## config.mk

```make
export PLATFORM = sky130hd
export DESIGN_NAME = swep_ctrl
export DESIGN_NICKNAME = d
export VERILOG_FILES = /design/src/hdl/swep_pkg.sv /design/src/hdl/swep_ctrl.sv
export SDC_FILE = /design/constraint.sdc
export NUM_CORES = 1
export LEC_CHECK = 0
export BUFFER_PORTS_ARGS = -buffer_cell sky130_fd_sc_hd__buf_2
export CORE_AREA = 2 2 39 41
export DETAILED_ROUTE_END_ITERATION = 16
export DIE_AREA = 0 0 41 43
export GPL_TIMING_DRIVEN = 0
export PLACE_DENSITY = 0.55
export REMOVE_ABC_BUFFERS = 1
export SETUP_SLACK_MARGIN = 0.5
export SLEW_MARGIN = 0
export SYNTH_ARGS = -nofsm -noshare
export SYNTH_HDL_FRONTEND = slang
export SYNTH_SLANG_ARGS = --single-unit
```

## constraint.sdc

```tcl
create_clock -name clk_i -period 1.29 [get_ports clk_i]
set_input_delay 0 -clock clk_i [delete_from_list [all_inputs] [get_ports clk_i]]
set_output_delay 0 -clock clk_i [all_outputs]
set_load 0.005 [all_outputs]
```

## src/hdl/swep_pkg.sv

```systemverilog
`timescale 1ns / 1ps

package swep_pkg;

  localparam int unsigned NODE_W   = 10;
  localparam int unsigned DEG_IN_W = 16;
  localparam int unsigned DRAW_W   = 26;
  localparam int unsigned CFG_W    = 11;
  localparam int unsigned CFG_RESET = 1024;

  localparam logic OP_LOAD    = 1'b0;
  localparam logic OP_CONNECT = 1'b1;

  localparam logic [1:0] STATUS_OK        = 2'd0;
  localparam logic [1:0] STATUS_SELF_LOOP = 2'd1;
  localparam logic [1:0] STATUS_BAD_DRAW  = 2'd2;
  localparam logic [1:0] STATUS_BAD_INDEX = 2'd3;

  typedef enum logic [2:0] {
    S_CLEAR,
    S_IDLE,
    S_DISPATCH,
    S_LOAD_WR,
    S_SCAN,
    S_UPD_A,
    S_UPD_B,
    S_DONE
  } state_e;

  typedef struct packed {
    logic                operation;
    logic [NODE_W-1:0]   node_index;
    logic [DEG_IN_W-1:0] degree_value;
    logic [DRAW_W-1:0]   first_draw;
    logic [DRAW_W-1:0]   second_draw;
  } in_word_t;

  typedef struct packed {
    logic [NODE_W-1:0] first_node;
    logic [NODE_W-1:0] second_node;
    logic              edge_made;
    logic [1:0]        status;
    logic [DRAW_W-1:0] free_total;
    logic              can_connect;
  } out_word_t;

  typedef struct packed {
    logic capture;
    logic clr_step;
    logic load_rd;
    logic load_wr;
    logic scan_start;
    logic scan_step;
    logic upd_a;
    logic upd_b;
    logic out_load;
  } cmd_t;

  typedef struct packed {
    logic is_load;
    logic bad;
    logic clr_last;
    logic scan_done;
    logic self_loop;
  } sts_t;

endpackage

```

## src/hdl/swep_ctrl.sv

```systemverilog
`timescale 1ns / 1ps

module swep_ctrl (
  input  logic             clk_i,
  input  logic             rst_ni,
  input  logic             in_valid_i,
  output logic             in_ready_o,
  output logic             out_valid_o,
  input  logic             out_ready_i,
  input  logic             cfg_we_i,
  input  swep_pkg::sts_t   sts_i,
  output swep_pkg::cmd_t   cmd_o
);

  swep_pkg::state_e state_q, state_d;
  logic             out_valid_q, out_valid_d;
  logic             out_free;

  assign out_free = !out_valid_q || out_ready_i;

  always_comb begin
    state_d = state_q;
    case (state_q)
      swep_pkg::S_CLEAR: begin
        if (sts_i.clr_last) state_d = swep_pkg::S_IDLE;
      end
      swep_pkg::S_IDLE: begin
        if (in_valid_i) state_d = swep_pkg::S_DISPATCH;
      end
      swep_pkg::S_DISPATCH: begin
        if (sts_i.bad) begin
          state_d = swep_pkg::S_DONE;
        end else if (sts_i.is_load) begin
          state_d = swep_pkg::S_LOAD_WR;
        end else begin
          state_d = swep_pkg::S_SCAN;
        end
      end
      swep_pkg::S_LOAD_WR: state_d = swep_pkg::S_DONE;
      swep_pkg::S_SCAN: begin
        if (sts_i.scan_done) state_d = swep_pkg::S_UPD_A;
      end
      swep_pkg::S_UPD_A: begin
        state_d = sts_i.self_loop ? swep_pkg::S_DONE : swep_pkg::S_UPD_B;
      end
      swep_pkg::S_UPD_B: state_d = swep_pkg::S_DONE;
      swep_pkg::S_DONE: begin
        if (out_free) state_d = swep_pkg::S_IDLE;
      end
      default: state_d = swep_pkg::S_CLEAR;
    endcase
    if (cfg_we_i) state_d = swep_pkg::S_CLEAR;
  end

  always_comb begin
    cmd_o = '0;
    in_ready_o = 1'b0;
    case (state_q)
      swep_pkg::S_CLEAR: cmd_o.clr_step = 1'b1;
      swep_pkg::S_IDLE: begin
        in_ready_o = 1'b1;
        cmd_o.capture = in_valid_i;
      end
      swep_pkg::S_DISPATCH: begin
        cmd_o.load_rd = !sts_i.bad && sts_i.is_load;
        cmd_o.scan_start = !sts_i.bad && !sts_i.is_load;
      end
      swep_pkg::S_LOAD_WR: cmd_o.load_wr = 1'b1;
      swep_pkg::S_SCAN: cmd_o.scan_step = 1'b1;
      swep_pkg::S_UPD_A: cmd_o.upd_a = !sts_i.self_loop;
      swep_pkg::S_UPD_B: cmd_o.upd_b = 1'b1;
      swep_pkg::S_DONE: cmd_o.out_load = out_free;
      default: cmd_o = '0;
    endcase
  end

  always_comb begin
    out_valid_d = out_valid_q;
    if (out_ready_i) out_valid_d = 1'b0;
    if (cmd_o.out_load) out_valid_d = 1'b1;
  end

  always_ff @(posedge clk_i or negedge rst_ni) begin
    if (!rst_ni) begin
      state_q     <= swep_pkg::S_CLEAR;
      out_valid_q <= 1'b0;
    end else begin
      state_q     <= state_d;
      out_valid_q <= out_valid_d;
    end
  end

  assign out_valid_o = out_valid_q;

endmodule

```

Yosys cells after proc, flatten, opt, wreduce, memory -nomap -nowiden
Index checks and enable logic that the tools add are counted.
{"block": "word_totals", "regBits": 4, "wordCells": 45}
{"block": "op_classes", "eq_ne": 11, "muxes": 21, "n_reduce_logical": 11}
{"cell": "$mux W3", "n": 7}
{"cell": "$pmux W3 S7", "n": 1}
{"cell": "$mux W1", "n": 13}
{"cell": "$eq A3 B3 Y1 const B", "n": 4}
{"cell": "$ne A3 B3 Y1 const B", "n": 4}
{"cell": "$eq A3 B2 Y1 const B", "n": 2}
{"cell": "$logic_not A1 Y1", "n": 4}
{"cell": "$reduce_and A4 Y1", "n": 1}
{"cell": "$eq A3 B1 Y1 const B", "n": 1}
{"cell": "$logic_not A3 Y1", "n": 1}
{"cell": "$logic_and A1 B1 Y1", "n": 2}
{"cell": "$reduce_bool A2 Y1", "n": 1}
{"cell": "$reduce_or A2 Y1", "n": 1}
{"cell": "$logic_or A1 B1 Y1", "n": 1}

Logic depth before layout (Yosys ltp)
Gate-level depths: netlist of run 1.
{"block": "depth", "depth_word": 5, "mapped_depth": 5, "depth_no_buf": 4}

Least setup slack after synthesis of run 1
OpenSTA, ideal clock, no wires.
{"block": "synth_path", "path_type": "register -> register", "from": "register state_q[2]", "to": "register state_q[0]", "arrival_ns": 1.007, "t_required_ns": 1.211, "path_slack_ns": 0.204, "path_stages_with_launch": 5, "period_less_slack_ns": 1.086, "path_cell_list": "dfrtp_1 > nor3b_1 > a21oi_1 > o211ai_2 > mux2i_1"}
{"block": "synth_via", "elab_chain_len": 4, "word_cells_on_any_way": 16, "classes_between": "eq/ne: 11; mux: 2; reduce/logical: 3"}
{"item": "start, declared", "line": "swep_ctrl.sv:15", "source": "swep_pkg::state_e state_q, state_d;"}
{"item": "start signal, assigned", "line": "swep_ctrl.sv:85", "source": "state_q <= swep_pkg::S_CLEAR;"}
{"item": "start signal, assigned", "line": "swep_ctrl.sv:88", "source": "state_q <= state_d;"}
{"item": "$eq A3 B3 Y1 / $eq A3 B2 Y1 (equally long branches)", "line": "swep_ctrl.sv:23", "source": "case (state_q)"}
{"item": "$reduce_or A2 Y1 (no line)"}
{"item": "$pmux W3 S7", "line": "swep_ctrl.sv:23"}
{"item": "$mux W3", "line": "swep_ctrl.sv:52", "source": "if (cfg_we_i) state_d = swep_pkg::S_CLEAR;"}
Several ways; a longest one is shown, not always the timed one.
A chain may end at the register's enable or synchronous reset.

==> results.toml, run 1 <==
[timing]
setup_viol = 0
final.min_clock_period_ns = 1.219
worst_slack_ns = 0.07059
maxSlewHeadroom = 0.8716
clock.fmax_mhz = 820.1
worstMarginPinSlew_ns = 0.1926
grt_setup_unrepaired = "yes"
finalCritPeriodShare = 0.9453
hold_violations = 0
fin_skew_ns = 0.002275
slew_violations = 0

[grt]
grt_pass1_wl_um = 1490
grt_pass1_vias = 355
overflow = 0
antenna_found_initial = 0
grt_usage = 0.1260
grt_max_degree = 13

[floorplan]
rows = 14
die_w_um = 41
die_h_um = 43
num_io_pins = 21
core_area_um2 = 1384
start_util = 0.2676
dieArea_um2 = 1763

[clock_network]
cts_tree = "built"
numCtsBuffers = 3
cts_sinks = 4
clock_latency_ns = 0.24
h-tree-depth = 1
root_buffer = "clkbuf_4"
clockBufferDepth = 2
clk_pin_slew_ns = 0.04

[route]
wl_um = 1211
firstDrtPassIters = 4
routed_via_density = 4.633
vias = 454
ant_nets = 0
drtIter0Drc = 8
drt-wirelength-per-cell_um = 12.36
drc = 0

[pwr]
p_comb_frac = 0.657
power.switching_uw = 379.7
p_seq_frac = 0.196
p_sw_frac = 0.3607
pwr-share-clk = 0.148
pwr_density_cell_nw_per_um2 = 1508
intPower_uw = 673.1
leakage_uw = 0.0003771
ir_drop_v = 0.0008993
p_total_uw = 1053

[finish]
drive_above_1_share = 0.6829
fin_area_um2 = 698.2
finalNetCount = 94
area_growth_pct = 88.51
diodes = 0
instances_no_fill = 98

[setup_path]
worst-path-max-fanout = 5
critPathKind = "flop to output port"
critPathLaunchType = "flop"
end_kind = "output port"
crit_required_ns = 1.29
critPathArrivalTime_ns = 1.22

[placed_design]
dpl-instance-area_um2 = 460.4
portBuffers = 20
pre_cts_ws_ns = -0.06523
dpl.hpwl_um = 591.9
dp.cells = 77
gp_congestion = 0.7276

[flow_run]
drv_cap = 0

[worst_hold_path]
hold_class = "primary input to flop"

[yosys]
synthCells = 45
synth_edf_count = 0
seq_area_frac_synth = 0.2703
syn_area_um2 = 370.4
synth_top_area_cell = "dfrtp_1"
ys_warn_count = 0
avgSynthCellArea_um2 = 8.230
synth_seq_cells = 4
synth_top_area_frac = 0.2703
synth-main-ff-cell = "dfrtp_1"
ys_types = 26
async_reset_ff_frac = 1.000
synthTopCellsByArea = "dfrtp_1 (27%), buf_4 (8.1%), nor3b_1 (6.1%)"

[run_status]
status = "completed"
[cells in the mapped netlist (2+ instances only)]
cell type,number
nor2_1,5
buf_4,4
dfrtp_1,4
nand2_1,3
nand2b_1,3
nor3b_1,3
a21oi_1,2
and2_1,2
and4b_1,2
[final timing paths]
path                       cells after the start  slack (ns)   startpoint           to
max reg2reg                                    5        0.09   state_q[1]   state_q[0]
max                                            4        0.07   state_q[0]     cmd_o[5]
min in group asynchronous                      2        0.12       rst_ni   state_q[1]
min                                            2        0.01     cfg_we_i   state_q[1]
max in group asynchronous                      2        1.04       rst_ni   state_q[2]
min reg2reg                                    2        0.68  out_valid_o  out_valid_o
[state kept, by name, summed over array words and instances (netlist names)]
name         cells
state_q          3
out_valid_o      1
[critical path, stage by stage, from the launching register on]
cell	delay (ns)
dfrtp_2	0.43
buf_6	0.14
buf_4	0.13
and3b_1	0.16
buf_2	0.12
[timing repair]
action                                  in CTS  in global routing
hold buffers                                 2                  0
endpoints found under the setup margin      14                 14
setup buffers                                8                  8
pin swaps                                    1                  7
gates cloned                                 0                  0
endpoints found under the hold margin        5                  0
resized for setup                            9                 18
[kinds of logic after synthesis]
group,share of synthesized area
flops,0.2703
simple gates,0.4662
mux,0.02703
buf+inv,0.09121
compound gates,0.1453
[power by group through the flow]
stage                     logic [uW]  registers, uW  clock network (uW)
final                            692            206                 155
after floorplan                  194            233                   0
after CTS                        423            247                 162
after detailed placement         282            262                   0
after global routing             753            210                 175
after global placement           280            262                   0
[metrics by stage]
stage,TNS [ns],util,hold slack (ns)
after floorplan,0,-,-0.2956
after global placement,-0.09723,0.3327,-0.1926
after CTS,0,0.4231,0.01172
after detailed placement,-0.06977,0.3327,-0.1926
after global routing,0,0.5045,0.02187
final,0,0.5045,0.01173
[layout by cell type, fill, tap and decap left out, types with 2 or more instances in the layout]
cell / instances
buf_2: 20
buf_4: 9
buf_6: 7
nor3b_2: 4
nor2_1: 4
nand2b_1: 3
clkbuf_4: 3
dfrtp_2: 3
nand2_2: 2
and2_1: 2
and4b_1: 2
nor3_2: 2
a21oi_1: 2
o21ai_1: 2
dlygate4sd3_1: 2
[layer usage]
metal / wire length [um] / vias up / track usage
li1: - / 233 / -
met1: 499 / 203 / 0.1629
met2: 612 / 18 / 0.1875
met3: 99 / 0 / 0.04712
met4: 0 / 0 / 0.04000
met5: 0 / - / 0
[final cells by class]
class | instances | area (um^2)
clock buffer | 3 | 22.52
fill | 144 | 685.7
inverter | 1 | 3.754
multi-input combinational | 36 | 281.5
sequential | 4 | 103.9
tap | 16 | 20.02
timing repair buffer | 38 | 266.5
Power figures use the tool's default switching activity.
==> run 2: changes to the inputs <==
- BUFFER_PORTS_ARGS: -buffer_cell sky130_fd_sc_hd__buf_2 -> -buffer_cell sky130_fd_sc_hd__buf_4
==> run 2 against run 1 <==
Against the previous run:
- largest power group unchanged
- flip-flop and latch count is the same
- clock skew grew 0.0072 ns
- design area grew 9.1%
- combinational power grew 1%
- utilization grew 4.6 points
- critical path type unchanged
- critical endpoint unchanged
- setup slack lost 0.015 ns
- clock-buffer cell count is the same
==> results.toml, run 2 (same netlist as run 1, synthesis figures left out) <==
[route]
drt-wirelength-per-cell_um = 13.34
ant_nets = 0
wl_um = 1267
vias = 444
drtIter0Drc = 13
routed_via_density = 4.674
drc = 0
firstDrtPassIters = 4

[floorplan]
dieArea_um2 = 1763
start_util = 0.2676
die_w_um = 41
rows = 14
die_h_um = 43
num_io_pins = 21
core_area_um2 = 1384

[flow_run]
drv_cap = 0

[grt]
grt_usage = 0.1401
grt_max_degree = 13
antenna_found_initial = 0
grt_pass1_vias = 342
overflow = 0
grt_pass1_wl_um = 1642

[timing]
clock.fmax_mhz = 810.1
worstMarginPinSlew_ns = 0.2470
fin_skew_ns = 0.009493
final.min_clock_period_ns = 1.234
setup_viol = 0
worst_slack_ns = 0.05552
slew_violations = 0
hold_violations = 0
grt_setup_unrepaired = "yes"
finalCritPeriodShare = 0.9570
whs_ns = 0.05960
maxSlewHeadroom = 0.8353

[setup_path]
rrSetupSlack_ns = 0.07
worst-path-max-fanout = 6
crit_required_ns = 1.29
critPathArrivalTime_ns = 1.23
critPathKind = "flop to output port"
critPathLaunchType = "flop"
end_kind = "output port"

[finish]
fillers = 132
regMostFlops = "state_q"
diodes = 0
layout.area.seq_um2 = 103.9
drive_above_1_share = 0.6835
final_common_cell = "buf_4"
area_growth_pct = 105.7
finalNetCount = 91
largest_reg_flops = 3
layout_common_cells = "buf_4 (23), buf_6 (10)"
multi_input_area_um2 = 306.5

[worst_hold_path]
hold_class = "primary input to flop"

[clock_network]
h-tree-depth = 1
clk_pin_slew_ns = 0.04
clockBufferDepth = 2
cts_sinks = 4
cts_tree = "built"
clock_latency_ns = 0.24
root_buffer = "clkbuf_4"
numCtsBuffers = 3

[placed_design]
portBuffers = 20
pre_cts_ws_ns = -0.06944
gp_congestion = 0.7327
dpl.hpwl_um = 612.6

[run_status]
status = "completed"

[pwr]
leakage_uw = 0.0003701
pwr_density_cell_nw_per_um2 = 1460
ir_drop_v = 0.0008933
run 2: final timing paths:
path,startpoint,end,cells after the start
max in group asynchronous,rst_ni,state_q[1],2
setup / recovery,state_q[0],cmd_o[5],4
hold reg to reg,out_valid_o,out_valid_o,2
min in group asynchronous,rst_ni,out_valid_o,2
hold / removal,cfg_we_i,state_q[0],3
setup reg to reg,state_q[0],state_q[0],5
run 2: stage by stage:
| stage | power (uW) | util | cell area (um^2) | instances | setup TNS [ns] |
|---|---|---|---|---|---|
| 2_1_floorplan | 426.7 | - | 340.3 | 41 | 0 |
| 3_3_place_gp | 586.6 | 0.3689 | 510.5 | 77 | -0.1078 |
| 3_5_place_dp | 591.0 | 0.3689 | 510.5 | 77 | -0.08111 |
| 4_1_cts | 911.4 | 0.4837 | 669.4 | 91 | 0 |
| 5_1_grt | 1188 | 0.5506 | 762.0 | 95 | -0.005924 |
| 6_report | 1113 | 0.5506 | 762.0 | 95 | 0 |
run 2: power breakdown:
| part | internal (uW) | total (uW) | switching (uW) | leakage (uW) |
|---|---|---|---|---|
| clock network | 105 | 167 | 61.8 | 0.0000138 |
| registers | 160 | 245 | 84.5 | 0.0000497 |
| logic | 432 | 702 | 270 | 0.000307 |
| total | 696 | 1110 | 416 | 0.000370 |
run 2: what timing repair did:
item / CTS / global route
hold endpoints to repair: 6 / 0
hold buffers: 2 / 0
setup buffers: 9 / 4
resized for setup: 16 / 18
pin swaps: 3 / 10
endpoints found under the setup margin: 14 / 15
cloned: 0 / 0
run 2: routing by layer:
metal	global-route usage	vias up	wire (um)
met4	0.02000	0	0
li1	-	228	-
met1	0.1954	196	525
met3	0.05236	0	115
met5	0	-	0
met2	0.2063	20	626
run 2: critical path: stages (launching register included):
cell and delay [ns]:
dfrtp_2 0.45, buf_6 0.16, buf_6 0.11, and3b_1 0.15, buf_4 0.13
run 2: cell type report:
type,count,share of cell area
Multi-Input combinational cell,36,0.4023
Timing Repair Buffer,35,0.4007
Sequential cell,4,0.1363
Clock buffer,3,0.02956
Tap cell,16,0.02627
Inverter,1,0.004926
